==> src/rtl/assert_macros.svh <==
// Assertion helpers. The enclosing module must provide clk and rst_n.
`ifndef ASSERT_MACROS_SVH
`define ASSERT_MACROS_SVH

// The condition must hold at every clock edge outside reset.
`define ASSERT_ALWAYS(label, cond, msg) \
  label: assert property (@(posedge clk) disable iff (!rst_n) (cond)) else $error(msg);

// Whenever the trigger is high, the consequence must hold in the same cycle.
`define ASSERT_IMPLIES(label, trig, cons, msg) \
  label: assert property (@(posedge clk) disable iff (!rst_n) (trig) |-> (cons)) \
    else $error(msg);

`endif

==> src/rtl/hbpd_pkg.sv <==
package hbpd_pkg;

  localparam int unsigned PACKET_BYTES = 16;
  localparam int unsigned BYTE_CNT_W   = 5;
  localparam int unsigned DEN_W        = 20;

  localparam int unsigned FLY_RPM_NUM   = 576000;
  localparam int unsigned CRANK_RPM_NUM = 500000;
  localparam logic [15:0] SPEED_LIMIT   = 16'd65534;

  localparam logic [3:0] HDR_NIB_HI = 4'h6;
  localparam logic [3:0] HDR_NIB_LO = 4'hA;

  localparam logic [2:0] ST_SKIP       = 3'd0;
  localparam logic [2:0] ST_INCOMPLETE = 3'd1;
  localparam logic [2:0] ST_INVALID    = 3'd2;
  localparam logic [2:0] ST_COMPLETE   = 3'd3;
  localparam logic [2:0] ST_REVERSED   = 3'd4;

  localparam logic [1:0] JOB_FLY_RPM   = 2'd0;
  localparam logic [1:0] JOB_CRANK_RPM = 2'd1;
  localparam logic [1:0] JOB_WHEEL     = 2'd2;
  localparam logic [1:0] JOB_CRANK     = 2'd3;

  typedef struct packed {
    logic       capture;
    logic       step;
    logic       div_start;
    logic       div_store;
    logic [1:0] job;
    logic       load_out;
  } hbpd_cmd_t;

  typedef struct packed {
    logic need_div;
    logic div_done;
  } hbpd_stat_t;

endpackage

==> src/rtl/hbpd_div.sv <==
`include "assert_macros.svh"

module hbpd_div
  import hbpd_pkg::*;
#(
  parameter int unsigned NW = 54,
  parameter int unsigned DW = 20
) (
  input  logic          clk,
  input  logic          rst_n,
  input  logic          start,
  input  logic [NW-1:0] num,
  input  logic [DW-1:0] den,
  output logic          done,
  output logic [NW-1:0] quo
);

  localparam int unsigned CNT_W = $clog2(NW + 1);

  logic             busy_r, busy_nxt;
  logic             done_r, done_nxt;
  logic [CNT_W-1:0] cnt_r, cnt_nxt;
  logic [NW-1:0]    sh_r, sh_nxt;
  logic [DW-1:0]    rem_r, rem_nxt;
  logic [DW-1:0]    den_r, den_nxt;
  logic [DW:0]      trial;
  logic [DW:0]      diff;
  logic             ge;

  // Restoring division: one quotient bit per cycle, quotient shifts in from the bottom.
  assign trial = {rem_r, sh_r[NW-1]};
  assign diff  = trial - {1'b0, den_r};
  assign ge    = (trial >= {1'b0, den_r});

  always_comb begin
    busy_nxt = busy_r;
    done_nxt = 1'b0;
    cnt_nxt  = cnt_r;
    sh_nxt   = sh_r;
    rem_nxt  = rem_r;
    den_nxt  = den_r;
    if (start) begin
      busy_nxt = 1'b1;
      cnt_nxt  = CNT_W'(NW);
      sh_nxt   = num;
      rem_nxt  = '0;
      den_nxt  = den;
    end else if (busy_r) begin
      sh_nxt  = {sh_r[NW-2:0], ge};
      rem_nxt = ge ? diff[DW-1:0] : trial[DW-1:0];
      cnt_nxt = cnt_r - CNT_W'(1);
      if (cnt_r == CNT_W'(1)) begin
        busy_nxt = 1'b0;
        done_nxt = 1'b1;
      end
    end
  end

  always_ff @(posedge clk) begin
    if (!rst_n) begin
      busy_r <= 1'b0;
      done_r <= 1'b0;
      cnt_r  <= '0;
    end else begin
      busy_r <= busy_nxt;
      done_r <= done_nxt;
      cnt_r  <= cnt_nxt;
    end
  end

  always_ff @(posedge clk) begin
    sh_r  <= sh_nxt;
    rem_r <= rem_nxt;
    den_r <= den_nxt;
  end

  assign done = done_r;
  assign quo  = sh_r;

  `ASSERT_IMPLIES(a_start_idle, start, !busy_r, "divider started while busy")

endmodule

==> src/rtl/hbpd_ctrl.sv <==
`include "assert_macros.svh"

module hbpd_ctrl
  import hbpd_pkg::*;
(
  input  logic       clk,
  input  logic       rst_n,
  input  logic       in_valid,
  output logic       in_ready,
  output logic       out_valid,
  input  logic       out_ready,
  input  hbpd_stat_t stat,
  output hbpd_cmd_t  cmd
);

  localparam logic [2:0] S_IDLE     = 3'd0;
  localparam logic [2:0] S_STEP     = 3'd1;
  localparam logic [2:0] S_DIV_GO   = 3'd2;
  localparam logic [2:0] S_DIV_WAIT = 3'd3;
  localparam logic [2:0] S_EMIT     = 3'd4;

  logic [2:0] state_r, state_nxt;
  logic [1:0] job_r, job_nxt;
  logic       out_valid_r, out_valid_nxt;

  always_comb begin
    state_nxt     = state_r;
    job_nxt       = job_r;
    out_valid_nxt = out_valid_r;
    in_ready      = 1'b0;
    cmd           = '0;
    cmd.job       = job_r;
    if (out_valid_r && out_ready) begin
      out_valid_nxt = 1'b0;
    end
    unique case (state_r)
      S_IDLE: begin
        in_ready = 1'b1;
        if (in_valid) begin
          cmd.capture = 1'b1;
          state_nxt   = S_STEP;
        end
      end
      S_STEP: begin
        cmd.step  = 1'b1;
        job_nxt   = JOB_FLY_RPM;
        state_nxt = stat.need_div ? S_DIV_GO : S_EMIT;
      end
      S_DIV_GO: begin
        cmd.div_start = 1'b1;
        state_nxt     = S_DIV_WAIT;
      end
      S_DIV_WAIT: begin
        if (stat.div_done) begin
          cmd.div_store = 1'b1;
          if (job_r == JOB_CRANK) begin
            state_nxt = S_EMIT;
          end else begin
            job_nxt   = job_r + 2'd1;
            state_nxt = S_DIV_GO;
          end
        end
      end
      S_EMIT: begin
        // The output register is free when it is empty or its transaction completes this cycle.
        if (!out_valid_r || out_ready) begin
          cmd.load_out  = 1'b1;
          out_valid_nxt = 1'b1;
          state_nxt     = S_IDLE;
        end
      end
      default: begin
        state_nxt = S_IDLE;
      end
    endcase
  end

  always_ff @(posedge clk) begin
    if (!rst_n) begin
      state_r     <= S_IDLE;
      job_r       <= JOB_FLY_RPM;
      out_valid_r <= 1'b0;
    end else begin
      state_r     <= state_nxt;
      job_r       <= job_nxt;
      out_valid_r <= out_valid_nxt;
    end
  end

  assign out_valid = out_valid_r;

  `ASSERT_IMPLIES(a_load_free, cmd.load_out, !out_valid_r || out_ready,
                  "result loaded over an untaken result")

endmodule

==> src/rtl/hbpd_datapath.sv <==
`include "assert_macros.svh"

module hbpd_datapath
  import hbpd_pkg::*;
#(
  parameter int unsigned FRACTION_BITS = 16
) (
  input  logic        clk,
  input  logic        rst_n,
  input  hbpd_cmd_t   cmd,
  output hbpd_stat_t  stat,
  input  logic [7:0]  in_input_char,
  input  logic [31:0] in_timestamp_ms,
  output logic [2:0]  out_status,
  output logic [7:0]  out_steering,
  output logic [7:0]  out_heart_rate,
  output logic [7:0]  out_brake_right,
  output logic [7:0]  out_brake_left,
  output logic [15:0] out_button_flags,
  output logic [15:0] out_crank_rpm,
  output logic [15:0] out_flywheel_rpm,
  output logic [15:0] out_crank_revolutions,
  output logic [31:0] out_wheel_revolutions,
  output logic [31:0] out_event_time
);

  localparam int unsigned TW = 32 + FRACTION_BITS;
  localparam int unsigned NW = 38 + FRACTION_BITS;
  localparam logic [TW-1:0] ROUND_HALF = TW'(1) << (FRACTION_BITS - 1);

  logic [7:0]            ch_r;
  logic [31:0]           ts_r;
  logic [7:0]            bytes_r [PACKET_BYTES];
  logic [3:0]            nib_r, nib_nxt;
  logic                  nib_valid_r, nib_valid_nxt;
  logic [BYTE_CNT_W-1:0] count_r, count_nxt;
  logic [7:0]            chk_r, chk_nxt;
  logic [31:0]           last_time_r, last_time_nxt;
  logic [31:0]           dt_r, dt_nxt;
  logic [2:0]            status_r, status_nxt;
  logic [TW-1:0]         wheel_total_r, wheel_total_nxt;
  logic [TW-1:0]         crank_total_r, crank_total_nxt;
  logic [15:0]           fly_rpm_r, crank_rpm_r;

  logic        is_dig, is_hex;
  logic [7:0]  ch_off;
  logic [3:0]  nib_in, hdr_expect;
  logic [7:0]  new_byte;
  logic        byte_wr;
  logic [31:0] lt;

  logic [15:0]    fly, crank, fdiv;
  logic           fly_on, crank_on;
  logic [37:0]    dt48, dt25;
  logic [NW-1:0]  div_num, div_quo;
  logic [DEN_W-1:0] div_den;
  logic           div_done;
  logic [15:0]    quo_sat;
  logic [TW-1:0]  crank_round, wheel_round;

  // Character decode and packet assembly for one item.
  assign is_dig     = (ch_r >= 8'h30) && (ch_r <= 8'h39);
  assign is_hex     = (ch_r >= 8'h61) && (ch_r <= 8'h66);
  assign ch_off     = is_dig ? (ch_r - 8'h30) : (ch_r - 8'h57);
  assign nib_in     = ch_off[3:0];
  assign hdr_expect = nib_valid_r ? HDR_NIB_LO : HDR_NIB_HI;
  assign new_byte   = {nib_r, nib_in};
  assign lt         = (last_time_r != 32'd0) ? last_time_r : ts_r;

  always_comb begin
    nib_nxt         = nib_r;
    nib_valid_nxt   = nib_valid_r;
    count_nxt       = count_r;
    chk_nxt         = chk_r;
    last_time_nxt   = last_time_r;
    dt_nxt          = dt_r;
    status_nxt      = ST_INCOMPLETE;
    byte_wr         = 1'b0;
    wheel_total_nxt = wheel_total_r;
    crank_total_nxt = crank_total_r;
    priority if (!(is_dig || is_hex)) begin
      nib_nxt       = '0;
      nib_valid_nxt = 1'b0;
      count_nxt     = '0;
      chk_nxt       = '0;
      status_nxt    = ST_INVALID;
    end else if ((count_r == '0) && (nib_in != hdr_expect)) begin
      nib_nxt       = '0;
      nib_valid_nxt = 1'b0;
      status_nxt    = ST_SKIP;
    end else if (!nib_valid_r) begin
      nib_nxt       = nib_in;
      nib_valid_nxt = 1'b1;
    end else begin
      nib_nxt       = '0;
      nib_valid_nxt = 1'b0;
      byte_wr       = 1'b1;
      count_nxt     = count_r + BYTE_CNT_W'(1);
      if (count_r != BYTE_CNT_W'(PACKET_BYTES - 1)) begin
        chk_nxt = chk_r ^ new_byte;
      end else begin
        // Last byte: chk_r holds the XOR of every byte before it.
        count_nxt = '0;
        chk_nxt   = '0;
        if (chk_r != new_byte) begin
          status_nxt = ST_INVALID;
        end else begin
          last_time_nxt = ts_r;
          if (ts_r < lt) begin
            wheel_total_nxt = '0;
            crank_total_nxt = '0;
            status_nxt      = ST_REVERSED;
          end else begin
            dt_nxt     = ts_r - lt;
            status_nxt = ST_COMPLETE;
          end
        end
      end
    end
  end

  assign stat.need_div = (status_nxt == ST_COMPLETE);
  assign stat.div_done = div_done;

  // Speed words and shared divider operands.
  assign fly      = {bytes_r[12], bytes_r[13]};
  assign crank    = {bytes_r[10], bytes_r[11]};
  assign fdiv     = (fly == 16'd0) ? 16'd1 : fly;
  assign fly_on   = (fly < SPEED_LIMIT);
  assign crank_on = (crank != 16'd0) && (crank < SPEED_LIMIT);
  assign dt48     = {1'b0, dt_r, 5'b0} + {2'b0, dt_r, 4'b0};
  assign dt25     = {2'b0, dt_r, 4'b0} + {3'b0, dt_r, 3'b0} + {6'b0, dt_r};

  always_comb begin
    unique case (cmd.job)
      JOB_FLY_RPM: begin
        div_num = NW'(FLY_RPM_NUM);
        div_den = DEN_W'(fdiv);
      end
      JOB_CRANK_RPM: begin
        div_num = NW'(CRANK_RPM_NUM);
        div_den = DEN_W'({crank, 1'b0}) + DEN_W'(crank);
      end
      JOB_WHEEL: begin
        div_num = {dt48, {FRACTION_BITS{1'b0}}};
        div_den = DEN_W'({fdiv, 2'b0}) + DEN_W'(fdiv);
      end
      default: begin
        div_num = {dt25, {FRACTION_BITS{1'b0}}};
        div_den = DEN_W'({crank, 3'b0}) + DEN_W'(crank);
      end
    endcase
  end

  hbpd_div #(
    .NW (NW),
    .DW (DEN_W)
  ) u_div (
    .clk   (clk),
    .rst_n (rst_n),
    .start (cmd.div_start),
    .num   (div_num),
    .den   (div_den),
    .done  (div_done),
    .quo   (div_quo)
  );

  assign quo_sat = (|div_quo[NW-1:16]) ? 16'hFFFF : div_quo[15:0];

  always_ff @(posedge clk) begin
    if (!rst_n) begin
      nib_r         <= '0;
      nib_valid_r   <= 1'b0;
      count_r       <= '0;
      chk_r         <= '0;
      last_time_r   <= '0;
      wheel_total_r <= '0;
      crank_total_r <= '0;
    end else if (cmd.step) begin
      nib_r         <= nib_nxt;
      nib_valid_r   <= nib_valid_nxt;
      count_r       <= count_nxt;
      chk_r         <= chk_nxt;
      last_time_r   <= last_time_nxt;
      wheel_total_r <= wheel_total_nxt;
      crank_total_r <= crank_total_nxt;
    end else if (cmd.div_store) begin
      if ((cmd.job == JOB_WHEEL) && fly_on) begin
        wheel_total_r <= wheel_total_r + div_quo[TW-1:0];
      end
      if ((cmd.job == JOB_CRANK) && crank_on) begin
        crank_total_r <= crank_total_r + div_quo[TW-1:0];
      end
    end
  end

  always_ff @(posedge clk) begin
    if (cmd.capture) begin
      ch_r <= in_input_char;
      ts_r <= in_timestamp_ms;
    end
    if (cmd.step) begin
      status_r <= status_nxt;
      dt_r     <= dt_nxt;
      if (byte_wr) begin
        bytes_r[count_r[3:0]] <= new_byte;
      end
    end
    if (cmd.div_store && (cmd.job == JOB_FLY_RPM)) begin
      fly_rpm_r <= fly_on ? quo_sat : 16'd0;
    end
    if (cmd.div_store && (cmd.job == JOB_CRANK_RPM)) begin
      crank_rpm_r <= crank_on ? quo_sat : 16'd0;
    end
  end

  assign crank_round = crank_total_r + ROUND_HALF;
  assign wheel_round = wheel_total_r + ROUND_HALF;

  always_ff @(posedge clk) begin
    if (cmd.load_out) begin
      out_status <= status_r;
      if (status_r == ST_COMPLETE) begin
        out_steering          <= bytes_r[1];
        out_heart_rate        <= bytes_r[14];
        out_brake_right       <= bytes_r[4];
        out_brake_left        <= bytes_r[5];
        out_button_flags      <= ~{bytes_r[8], bytes_r[9]};
        out_crank_rpm         <= crank_rpm_r;
        out_flywheel_rpm      <= fly_rpm_r;
        out_crank_revolutions <= crank_round[FRACTION_BITS +: 16];
        out_wheel_revolutions <= wheel_round[FRACTION_BITS +: 32];
        out_event_time        <= ts_r;
      end else begin
        out_steering          <= '0;
        out_heart_rate        <= '0;
        out_brake_right       <= '0;
        out_brake_left        <= '0;
        out_button_flags      <= '0;
        out_crank_rpm         <= '0;
        out_flywheel_rpm      <= '0;
        out_crank_revolutions <= '0;
        out_wheel_revolutions <= '0;
        out_event_time        <= '0;
      end
    end
  end

  `ASSERT_ALWAYS(a_count_range, count_r < BYTE_CNT_W'(PACKET_BYTES),
                 "byte count left at a full packet")

endmodule

==> src/rtl/hex_bike_packet_decoder.sv <==
// An ordinary character is captured, decoded into the packet state and loaded into the
// registered output; the load waits while an untaken result holds the output register. A
// character that completes a good packet first runs four divisions of (38 + FRACTION_BITS)
// quotient bits each on the single shared bit-serial divider. A new character is taken only
// in idle, after the last result is loaded, as the per-item controller sequence sets.
// Reset (synchronous, rst_n low) clears the packet state, last time and revolution totals.
module hex_bike_packet_decoder
  import hbpd_pkg::*;
#(
  parameter int unsigned FRACTION_BITS = 16
) (
  input  logic        clk,
  input  logic        rst_n,
  input  logic        in_valid,
  output logic        in_ready,
  input  logic [7:0]  in_input_char,
  input  logic [31:0] in_timestamp_ms,
  output logic        out_valid,
  input  logic        out_ready,
  output logic [2:0]  out_status,
  output logic [7:0]  out_steering,
  output logic [7:0]  out_heart_rate,
  output logic [7:0]  out_brake_right,
  output logic [7:0]  out_brake_left,
  output logic [15:0] out_button_flags,
  output logic [15:0] out_crank_rpm,
  output logic [15:0] out_flywheel_rpm,
  output logic [15:0] out_crank_revolutions,
  output logic [31:0] out_wheel_revolutions,
  output logic [31:0] out_event_time
);

  hbpd_cmd_t  cmd;
  hbpd_stat_t stat;

  hbpd_ctrl u_ctrl (
    .clk       (clk),
    .rst_n     (rst_n),
    .in_valid  (in_valid),
    .in_ready  (in_ready),
    .out_valid (out_valid),
    .out_ready (out_ready),
    .stat      (stat),
    .cmd       (cmd)
  );

  hbpd_datapath #(
    .FRACTION_BITS (FRACTION_BITS)
  ) u_datapath (
    .clk                   (clk),
    .rst_n                 (rst_n),
    .cmd                   (cmd),
    .stat                  (stat),
    .in_input_char         (in_input_char),
    .in_timestamp_ms       (in_timestamp_ms),
    .out_status            (out_status),
    .out_steering          (out_steering),
    .out_heart_rate        (out_heart_rate),
    .out_brake_right       (out_brake_right),
    .out_brake_left        (out_brake_left),
    .out_button_flags      (out_button_flags),
    .out_crank_rpm         (out_crank_rpm),
    .out_flywheel_rpm      (out_flywheel_rpm),
    .out_crank_revolutions (out_crank_revolutions),
    .out_wheel_revolutions (out_wheel_revolutions),
    .out_event_time        (out_event_time)
  );

endmodule
==> config.mk <==
export PLATFORM = sky130hd
export DESIGN_NAME = hex_bike_packet_decoder
export DESIGN_NICKNAME = d
export VERILOG_FILES = /design/src/rtl/hbpd_pkg.sv /design/src/rtl/hbpd_div.sv /design/src/rtl/hbpd_ctrl.sv /design/src/rtl/hbpd_datapath.sv /design/src/rtl/hex_bike_packet_decoder.sv
export VERILOG_INCLUDE_DIRS = /design/src /design/src/rtl
export SDC_FILE = /design/constraint.sdc
export NUM_CORES = 1
export LEC_CHECK = 0
export BUFFER_PORTS_ARGS = -buffer_cell sky130_fd_sc_hd__buf_2
export CORE_AREA = 2 2 277 279
export DETAILED_ROUTE_END_ITERATION = 7
export DIE_AREA = 0 0 279 281
export PLACE_DENSITY_LB_ADDON = 0.3
export SLEW_MARGIN = 20
export SYNTH_ARGS = -nofsm -noshare
export SYNTH_HDL_FRONTEND = slang
export SYNTH_SLANG_ARGS = --single-unit
==> constraint.sdc <==
create_clock -name clk -period 12.7 [get_ports clk]
set_input_delay 1.905 -clock clk [delete_from_list [all_inputs] [get_ports clk]]
set_output_delay 1.905 -clock clk [all_outputs]
set_load 0.03 [all_outputs]
# == Word level (Yosys, flattened, before mapping) ==
# Memories as Yosys holds them, arrays and structs flattened. A register that Yosys moved wholly into a read port is not among the register bits.
# Index checks and enable logic that the tools add are counted.
# W data, S select, Z words.
# classes
shift,0
bitwise,8
n_eq_ne,25
n_addsub,17
order_cmp,8
reduce_logical,37
mux,75
mul,0
div,0
# ops
cell,count
$mux W48,12
$pmux W54 S3,1
$mux W54,2
$add A48 B48 Y48,2
$pmux W20 S3,1
$add A48 B16 Y48 const B,1
$add A37 B36 Y38,1
$add A38 B32 Y38,1
$reduce_or A38 Y1,1
$add A36 B35 Y37,1
$mux W3,11
$add A32 B16 Y32 const B,1
$lt A16 B16 Y1 const B,2
$lt A32 B32 Y1,1
$mux W16,2
$mux W32,1
$mux W8,4
$reduce_bool A32 Y1,1
$sub A32 B32 Y32,1
$mux W1,25
$ge A21 B20 Y1,1
$add A19 B16 Y20,1
$mux W20,1
$mux W4,5
46 further kinds,90
# word_totals
in_bits,44
register_bits,492
latch_bits,0
romBits,0
memories,1
ramBits,128
# memory_table
memory,words,word_bits,rd,rd_ports_with_merged_regs,wr,line_no,text
u_datapath.bytes_r,16,8,10,4,1,hbpd_datapath.sv:33,logic [7:0] bytes_r [PACKET_BYTES];

# == Depth between registers and ports, before layout ==
# Gate-level depths: netlist of the first run.
# logic_depth
word_depth,12
ltp_mapped,22
depth_no_buf,22

# == Modules after synthesis ==
# Synthesis of the first run repeated with hierarchy kept, for this count alone.
# unflattened
hier_cells,3346
hier_area_um2,34884.7
# modules_own_cells
module,area_per_inst_um2,instances,cells_each,seq_area_each_um2
hbpd_datapath,29280.6,1,2858,13112.6
hbpd_div,5255.0,1,443,2782.7
hbpd_ctrl,349.1,1,45,120.1

# == Worst setup path before layout of the first run ==
# No wires, ideal clock.
# synth_timing
path_type,input -> register
startpoint,in out_ready
endpoint,reg u_datapath.out_brake_left[0] (read register of u_datapath.bytes_r) (enable)
n_path_buf,0
path_stages,2
setup_ns,0.708
required_ns,11.992
t_arrival_ns,9.172
setup_slack_ns,2.821
path_cell_list,nor2b_1 -> nor2b_1
# synth_lines
element,line_no,text
from (decl),hex_bike_packet_decoder.sv:19,"input logic out_ready,"
to (decl),hbpd_datapath.sv:18,"output logic [7:0] out_brake_left,"

# == Final worst setup path of the first run ==
# layout_timing
startpoint,reg u_datapath.dt_r[4]
endpoint,reg u_datapath.u_div.sh_r[51] (netlist: u_datapath.u_div.quo[51]) (data pin)
# layout_via
elab_chain_cells,4
word_cells_on_any_way,5
# layout_lines
element,line_no,text
from (decl),hbpd_datapath.sv:39,"logic [31:0] dt_r, dt_nxt;"
from (signal assigned),hbpd_datapath.sv:204,dt_r <= dt_nxt;
$add A36 B35 Y37,hbpd_datapath.sv:132,"assign dt25 = {2'b0, dt_r, 4'b0} + {3'b0, dt_r, 3'b0} + {6'b0, dt_r};"
$add A38 B32 Y38,hbpd_datapath.sv:132,
$pmux W54 S3 (*),hbpd_datapath.sv:135,unique case (cmd.job)
$mux W54 (*),hbpd_div.sv:42,if (start) begin
net u_datapath.u_div.sh_nxt[51],hbpd_div.sv:23,"logic [NW-1:0] sh_r, sh_nxt;"
to (signal assigned),hbpd_div.sv:72,sh_r <= sh_nxt;
to (decl),hbpd_div.sv:23,
# Mark *: on every way through the listed nets, which the timed path passes. The rest lies on a longest branch.
# A chain may end at the register's enable or synchronous reset.

==> flow_summary.ini, run 1 <==
[die]
floorplan.die.width_um = 279
area_enclosed_by_the_die_boundary_um2 = 78400
die_height_um = 281
placementRows = 101
floorplan.initialDensity_pct = 45.8
boundaryPins = 209
core_um2 = 75400

[power]
powerDensity_nw_per_um2 = 114
leakage_power_nw = 15.4
worst_ir_drop_vdd_mv = 0.0866

[clock_tree]
clock_sink_count = 588
cts_hold_repair.buffers = 0
path_clk_slew_ns = 0.06
clockBufferDepth = 3
cts_bufs_inserted = 70
cts_tree = done
cts_post_setup_buffers_inserted = 0
cts.root.buffer_cell = sky130_fd_sc_hd__clkbuf_16
clk_latency_ns = 0.63
cts.htree.levels = 3
cts_repair_resize_count = 0

[critical_path]
timing.critical_path.cells = ha_1 > or3_4 > o311ai_2 > a21boi_0 > o21ai_0 > a21oi_1 > o41ai_2 > o21ai_0 > xnor2_1 > ha_1 > a21o_1 > a21o_1 > nand2_1 > o21ai_0 > a311o_1 > a21oi_4 > nor2_1 > o311ai_2 > xor2_1 > o21ai_1
critical_setup_path_class = flop to flop
path_delay_family = compound AO/OA/AOI/OAI gates
crit-reg2reg-launch = u_datapath.dt_r[4]
ff2ff_setup_slack_ns = 7.62
timing.critical_path.depth = 20
worst_path_max_delay_cell = sky130_fd_sc_hd__edfxtp_1
crit_path_start_kind = flop
rr_worst_depth = 20
arr_time_crit_path_ns = 5.45
endpoint = u_datapath.u_div.quo[51]
cpMostUsedCell = sky130_fd_sc_hd__o21ai_0
maximum_single_stage_delay_on_the_critical_path_ns = 0.47
worst-path-max-fanout = 5
startpoint = u_datapath.dt_r[4]
crit_path_end_kind = flop
regToRegEndpoint = u_datapath.u_div.quo[51]
number_of_buffers_and_inverters_on_the_critical_path = 0
cp.required_ns = 13.06

[cells_and_area]
layout.nets = 3900
antenna-diode-count = 0
multiInputGateArea_um2 = 17500
final_cell_count_without_fillers = 4622
num-fill-cells = 6821
layout-drive-gt1-share_pct = 11.3
area_growth_syn_to_layout_pct = 12.4
register_area_um2 = 16000

[placement]
numPlacedInstances = 4492
post-dp-hpwl_um = 59000
port_buffers = 208
gpl.final_weighted_congestion = 0.904

[sta]
worst-slew-pin-transition_ns = 0.968
setup_tns_ns = 0
report.final.setup_viol = 0
slew_viol_final = 0
max_freq_mhz = 197
rsz_0062_raised_after_global_routing = false
final_hold_viol_count = 0
finalCriticalPeriod_ns = 5.08
period_share_pct = 40.0
worst_slew_margin_rel_pct = 35.4
clock_skew_ns = 0.0285

[detailed_routing]
drt-total-wl_um = 80500
drtAntennaViolNets = 0
post-route-drc-count = 0
viasPerCell = 5.50
vias = 25400
post_drt_wl_per_cell_um = 17.4
initialDrtViolationCount = 1825
drt-pass1-iter-count = 8

[yosys]
synth_top_flop_cell = sky130_fd_sc_hd__edfxtp_1
synth-seq-cells = 588
synth_cell_types = 105
syn_area_um2 = 34500
synthesis.yosys.warnings = 0
synth_edf_count = 424
synth-seq-area-share_pct = 46.4
netlist_instances = 3411
syn_nets = 3725
avgSynthCellArea_um2 = 10.1
synth-async-reset-ratio_pct = 0

[global_route]
gr-usage-met1_pct = 28.0
gr-usage-met2_pct = 33.9
grt_max_degree = 98
grt_first_pass_wirelength_um = 129000
grt.busiest_layer = met2
gr-total-overflow = 0
grt_use_total_pct = 20.4
global_route.usage.met3_pct = 3.01
first_global_vias = 24200
grt_antenna_before_repair = 0

[min_path]
min-delay-path-class = flop to flop
worst_hold_startpoint = u_datapath.status_r[0]
hold_depth = 0

[status]
result_of_the_run = finished, final reports clean

[run]
maxCapViolations = 0
worst register-to-register path: stages, from the launching register on:
cell and delay [ns]:
sky130_fd_sc_hd__edfxtp_1 0.47, sky130_fd_sc_hd__ha_1 0.29, sky130_fd_sc_hd__or3_4 0.41, sky130_fd_sc_hd__o311ai_2 0.33, sky130_fd_sc_hd__a21boi_0 0.18, sky130_fd_sc_hd__o21ai_0 0.26, sky130_fd_sc_hd__a21oi_1 0.14, sky130_fd_sc_hd__o41ai_2 0.32
sky130_fd_sc_hd__o21ai_0 0.18, sky130_fd_sc_hd__xnor2_1 0.20, sky130_fd_sc_hd__ha_1 0.32, sky130_fd_sc_hd__a21o_1 0.18, sky130_fd_sc_hd__a21o_1 0.19, sky130_fd_sc_hd__nand2_1 0.06, sky130_fd_sc_hd__o21ai_0 0.07, sky130_fd_sc_hd__a311o_1 0.41
sky130_fd_sc_hd__a21oi_4 0.22, sky130_fd_sc_hd__nor2_1 0.07, sky130_fd_sc_hd__o311ai_2 0.31, sky130_fd_sc_hd__xor2_1 0.17, sky130_fd_sc_hd__o21ai_1 0.07
area by class of cell:
cell class                 instances  share of cell area [%]
timing repair buffer             234                    3.18
multi-input combinational       2571                    45.2
tap                              978                    3.15
clock buffer                      98                    5.16
clock inverter                    32                   0.880
inverter                         121                    1.17
sequential                       588                    41.3
routing by layer:
layer,wire length [um],vias to the layer above
met2,37800,516
li1,-,12800
met1,37600,12000
met4,1410,0
met5,0,-
met3,3600,111
power by group:
part	leakage, nW	total, mW	switching, mW	internal [mW]
logic	9.11	0.309	0.189	0.120
clock network	1.14	2.02	0.822	1.20
registers	5.13	2.11	0.0247	2.09
synth_stat cells, drive strengths merged (39+ instances only):
master    n  share of area [%]
inv     121                1.3
nor2b    56                1.0
xor2    110                2.8
nor2    335                3.7
a21boi   53                1.2
dfxtp   164                9.5
nand4    39               0.71
nor3     47               0.68
nand3    64               0.94
nand2   264                2.9
clkbuf  102                1.1
ha      261                9.5
o21a     41               0.89
a21o    109                2.4
a21oi   254                3.8
and2    140                2.5
xnor2   151                3.9
a22o     39               0.99
o21ai   162                2.4
edfxtp  424                 37
cell families (layout without fill, tap and decap cells):
group,after synthesis,count (layout),synth area share (%)
flip-flops,588,588,46.4
buffers and inverters,252,485,2.96
adder cells (fa/ha/maj),270,270,9.98
AO/OA/AOI/OAI,910,910,17.7
multiplexers,22,22,0.641
AND/OR/NAND/NOR,1108,1108,15.6
XOR/XNOR,261,261,6.66
layout by cell type (no fill, tap or decap), types with 23 or more instances in the layout:
| cell | Yosys | routed |
|---|---|---|
| sky130_fd_sc_hd__and3_1 | 32 | 32 |
| sky130_fd_sc_hd__dfxtp_1 | 164 | 164 |
| sky130_fd_sc_hd__a31oi_1 | 36 | 35 |
| sky130_fd_sc_hd__nand2_1 | 263 | 263 |
| sky130_fd_sc_hd__edfxtp_1 | 424 | 424 |
| sky130_fd_sc_hd__a21o_1 | 107 | 107 |
| sky130_fd_sc_hd__nand2b_1 | 38 | 38 |
| sky130_fd_sc_hd__o21bai_1 | 24 | 24 |
| sky130_fd_sc_hd__o21a_1 | 41 | 41 |
| sky130_fd_sc_hd__a211oi_1 | 23 | 23 |
| sky130_fd_sc_hd__nor4_1 | 29 | 28 |
| sky130_fd_sc_hd__a221oi_1 | 27 | 27 |
| sky130_fd_sc_hd__nor2_1 | 333 | 330 |
| sky130_fd_sc_hd__and2_1 | 138 | 137 |
| sky130_fd_sc_hd__xnor2_1 | 150 | 150 |
| sky130_fd_sc_hd__nor2b_1 | 55 | 53 |
| sky130_fd_sc_hd__o21ai_0 | 150 | 150 |
| sky130_fd_sc_hd__a22oi_1 | 24 | 24 |
| sky130_fd_sc_hd__ha_1 | 261 | 260 |
| sky130_fd_sc_hd__a22o_1 | 39 | 39 |
| sky130_fd_sc_hd__nand3_1 | 63 | 63 |
| sky130_fd_sc_hd__a21boi_1 | 30 | 30 |
| sky130_fd_sc_hd__a21oi_1 | 249 | 248 |
| sky130_fd_sc_hd__xor2_1 | 109 | 109 |
| sky130_fd_sc_hd__inv_1 | 121 | 119 |
| sky130_fd_sc_hd__buf_2 | 19 | 208 |
| sky130_fd_sc_hd__clkbuf_16 | 0 | 75 |
| sky130_fd_sc_hd__nand4_1 | 39 | 39 |
| sky130_fd_sc_hd__buf_4 | 2 | 26 |
| sky130_fd_sc_hd__nor3_1 | 47 | 47 |
worst min path at each step:
stage | endpoint | slack [ns]
floorplan | u_datapath.out_status[0] | 0.43
global placement | u_datapath.crank_total_r[14] | 0.44
detailed placement | u_datapath.out_status[0] | 0.45
CTS | u_datapath.out_status[0] | 0.44
global route | u_datapath.out_status[0] | 0.46
finish | u_datapath.out_status[0] | 0.45
state kept, by name (all words and copies together), names as in the netlist, 20 cells and up:
signal                            flops
u_datapath.wheel_total_r             48
u_datapath.u_div.quo                 54
u_datapath.crank_total_r             32
u_datapath.u_div.den_r               20
u_datapath.bytes_r                   80
u_datapath.dt_r                      32
u_datapath.ts_r                      32
u_datapath.out_wheel_revolutions     32
u_datapath.last_time_r               32
u_datapath.u_div.rem_r               20
u_datapath.out_event_time            32
metrics by stage:
step | power (mW) | worst slack (ns) | hold WS [ns] | cell area [um2] | utilization (%)
floorplan | 2.38 | 2.82 | 0.426 | 34500 | -
global placement | 2.46 | 7.66 | 0.442 | 36500 | 48.3
detailed placement | 2.46 | 7.63 | 0.447 | 36500 | 48.3
CTS | 4.50 | 7.63 | 0.441 | 38800 | 51.5
global route | 4.60 | 7.17 | 0.465 | 38800 | 51.5
finish | 4.44 | 7.62 | 0.447 | 38800 | 51.5
No activity file was read; power rests on OpenSTA's default activity.
==> run 2: changes to the inputs <==
- ABC_AREA: not set -> 1
- CORE_AREA: 2 2 277 279 -> 2 2 288 290
- DIE_AREA: 0 0 279 281 -> 0 0 290 292
- clock period: 12.7 -> 4.3 ns (I/O delays scaled with it)
==> run 2 against run 1 <==
Effect of this change:
- clock skew decreased by 0.010 ns
- worst setup slack got worse by 7.3 ns
- via count increased by 25%
- non-clock buffer count increased by 20
- fmax increased by 27%
- critical endpoint is now u_datapath.crank_total_r[30]
- combinational power increased to 5.0 times the previous value
- final area increased by 7.8%
- sequential power increased to 3.0 times the previous value
- count of clock-buffer cells in the layout decreased by 3
- die area increased by 8.0%
- synthesized cell count increased by 38%
- core utilization decreased by 0.18 points
==> flow_summary.ini, run 2 <==
[status]
result_of_the_run = finished, final reports clean

[detailed_routing]
viasPerCell = 5.27
initialDrtViolationCount = 2251
vias = 31900
drt-total-wl_um = 101000
post-route-drc-count = 0
drtAntennaViolNets = 0
drt-pass1-iter-count = 8
post_drt_wl_per_cell_um = 16.8

[power]
clock_share_of_power_pct = 42.7
leakage_power_nw = 18.1
powerDensity_nw_per_um2 = 330
sequentialPowerShare_pct = 46.0
switchingPower_mw = 3.59
pwr-share-comb_pct = 11.3
power_report.internal_total_mw = 10.2
worst_ir_drop_vdd_mv = 0.309
sw_frac_of_total_pct = 26.0

[sta]
worst_slew_margin_rel_pct = 38.5
clock_skew_ns = 0.0181
setup_slack_ns = 0.287
slew_viol_final = 0
final_hold_viol_count = 0
max_freq_mhz = 249
finalCriticalPeriod_ns = 4.01
period_share_pct = 93.3
report.final.setup_viol = 0
worst-slew-pin-transition_ns = 0.922

[yosys]
synth-seq-area-share_pct = 43.2
synth_top_cell_area_share_pct = 34.3
synth-seq-cells = 588
synth_cell_types = 58
netlist_instances = 4701
synth-async-reset-ratio_pct = 0
avgSynthCellArea_um2 = 7.89
synth_top_cells_by_count = sky130_fd_sc_hd__nand2_1, sky130_fd_sc_hd__inv_1, sky130_fd_sc_hd__nor2_1, sky130_fd_sc_hd__a21oi_1, sky130_fd_sc_hd__edfxtp_1
synthesis.yosys.warnings = 0
synth_top_flop_cell = sky130_fd_sc_hd__edfxtp_1
syn_area_um2 = 37100
syn_nets = 5015
synth_edf_count = 424
synth.most_common_cell = sky130_fd_sc_hd__nand2_1
cell_type_with_the_highest_aggregate_area_in_the_netlist = sky130_fd_sc_hd__edfxtp_1
synth.area.top_cells = sky130_fd_sc_hd__edfxtp_1, sky130_fd_sc_hd__nand2_1, sky130_fd_sc_hd__dfxtp_1

[cells_and_area]
number_of_flip_flops_under_the_largest_register_name = 80
layout.nets = 5235
layout-drive-gt1-share_pct = 9.42
mostFrequentLayoutCells = sky130_fd_sc_hd__nand2_1, sky130_fd_sc_hd__inv_1, sky130_fd_sc_hd__nor2_1
final_util_pct = 51.3
most_common_library_cell_in_the_layout_ignoring_fill_and_taps = sky130_fd_sc_hd__nand2_1
multiInputGateArea_um2 = 18500
num-fill-cells = 7823
area_growth_syn_to_layout_pct = 12.7
register_area_um2 = 16000

[run]
maxCapViolations = 0

[critical_path]
regToRegEndpoint = u_datapath.crank_total_r[30]
crit_path_end_kind = flop
ff2ff_setup_slack_ns = 0.29
timing.critical_path.cells = nor4_1 > nand4_1 > nor2_1 > inv_4 > nor2_1 > nor2_1 > ha_1 > inv_1 > nor3_1 > nand2_1 > a21oi_1 > nor2_1 > nand2_1 > nand2_1 > nand3b_2 > buf_6 > nand2_1 > a21oi_1
crit_path_start_kind = flop
rr_worst_depth = 18
cp.required_ns = 4.84
maximum_single_stage_delay_on_the_critical_path_ns = 0.39
critical_setup_path_class = flop to flop
worst-path-max-fanout = 32
worst_path_max_delay_cell = sky130_fd_sc_hd__nor4_1
crit-reg2reg-launch = u_datapath.last_time_r[14]
arr_time_crit_path_ns = 4.55

[clock_tree]
clk_latency_ns = 0.62
clockBufferDepth = 3
cts.htree.levels = 3
cts_hold_repair.buffers = 0
path_clk_slew_ns = 0.06
cts_tree = done
cts.root.buffer_cell = sky130_fd_sc_hd__clkbuf_16
cts_bufs_inserted = 69
clock_sink_count = 588

[placement]
port_buffers = 208
gpl.final_weighted_congestion = 0.983
dp_slack_ns = 0.123
post-dp-hpwl_um = 77400

[die]
die_height_um = 292
floorplan.die.width_um = 290
area_enclosed_by_the_die_boundary_um2 = 84700
placementRows = 105
floorplan.initialDensity_pct = 45.5
boundaryPins = 209
core_um2 = 81600

[global_route]
gr-total-overflow = 0
grt_first_pass_wirelength_um = 161000
grt_antenna_before_repair = 1
grt_use_total_pct = 23.7
first_global_vias = 30600
grt_max_degree = 92

[min_path]
worst_hold_startpoint = in_timestamp_ms[19]
timing.hold.worst_endpoint = u_datapath.ts_r[19]
min-delay-path-class = input port to flop
hold_depth = 1
-- run 2: power by group through the flow --
stage | clock [mW] | combinational, mW | sequential [mW]
after detailed placement | 0 | 1.55 | 6.47
after CTS | 6.06 | 1.56 | 6.35
after global placement | 0 | 1.54 | 6.47
after global routing | 6.27 | 1.75 | 6.37
after floorplan | 0 | 1.03 | 6.55
final | 5.91 | 1.56 | 6.35
-- run 2: worst max-delay path by stage --
stage                               startpoint                            to  slack (ns)  cells after the start
floorplan           u_datapath.last_time_r[22]            u_datapath.dt_r[0]        0.03                     16
global placement            u_datapath.dt_r[0]      u_datapath.u_div.quo[52]        0.21                     26
detailed placement          u_datapath.dt_r[1]      u_datapath.u_div.quo[52]        0.12                     26
CTS                         u_datapath.dt_r[0]      u_datapath.u_div.quo[52]        0.08                     26
global route                u_datapath.dt_r[0]      u_datapath.u_div.quo[52]       -0.01                     24
finish              u_datapath.last_time_r[14]  u_datapath.crank_total_r[30]        0.29                     18
-- run 2: routing by layer --
layer,part of all wire (%),track usage (%)
met1,45,31.0
met2,47,40.3
met3,5.0,2.98
met4,3.2,8.46
met5,0.013,0
-- run 2: through the flow --
stage | hold WS (ns) | cell area, um2 | total power, mW | cells | TNS [ns]
after global routing | 0.176 | 41800 | 14.4 | 6047 | -0.0123
after detailed placement | 0.446 | 39400 | 8.02 | 5915 | 0
after global placement | 0.443 | 39400 | 8.01 | 5915 | 0
final | 0.199 | 41800 | 13.8 | 6048 | 0
after floorplan | 0.426 | 37100 | 7.58 | 4701 | 0
after CTS | 0.163 | 41700 | 14.0 | 6042 | 0
-- run 2: cells by family (layout without fill, tap and decap cells) --
kind of cell / Yosys count / after routing / share of synthesized area [%]
adder cells (fa/ha/maj): 270 / 270 / 9.29
buffers and inverters: 695 / 971 / 7.31
AO/OA/AOI/OAI: 931 / 931 / 13.8
flip-flops: 588 / 588 / 43.2
XOR/XNOR: 110 / 110 / 2.60
AND/OR/NAND/NOR: 2107 / 2107 / 23.8
other: 0 / 1 / 0
-- run 2: critical path, delay by kind of cell (launching register included) --
| family | cells | cell delay (ns) |
|---|---|---|
| buffers and inverters | 3 | 0.59 |
| flip-flops | 1 | 0.33 |
| AND/OR/NAND/NOR | 12 | 2.33 |
| adder cells (fa/ha/maj) | 1 | 0.35 |
| AO/OA/AOI/OAI | 2 | 0.31 |
-- run 2: timing repair --
| action | CTS | global route |
|---|---|---|
| endpoints found under the setup margin | 0 | 63 |
| setup buffers | 0 | 5 |
| gates resized for setup | 0 | 20 |
-- run 2: final cells by class --
cell class | count | area share, %
sequential | 588 | 38.3
clock buffer | 95 | 4.58
multi-input combinational | 3418 | 44.2
antenna | 1 | 0.00598
inverter | 590 | 5.31
timing repair buffer | 254 | 3.47
clock inverter | 32 | 0.939
tap | 1070 | 3.20
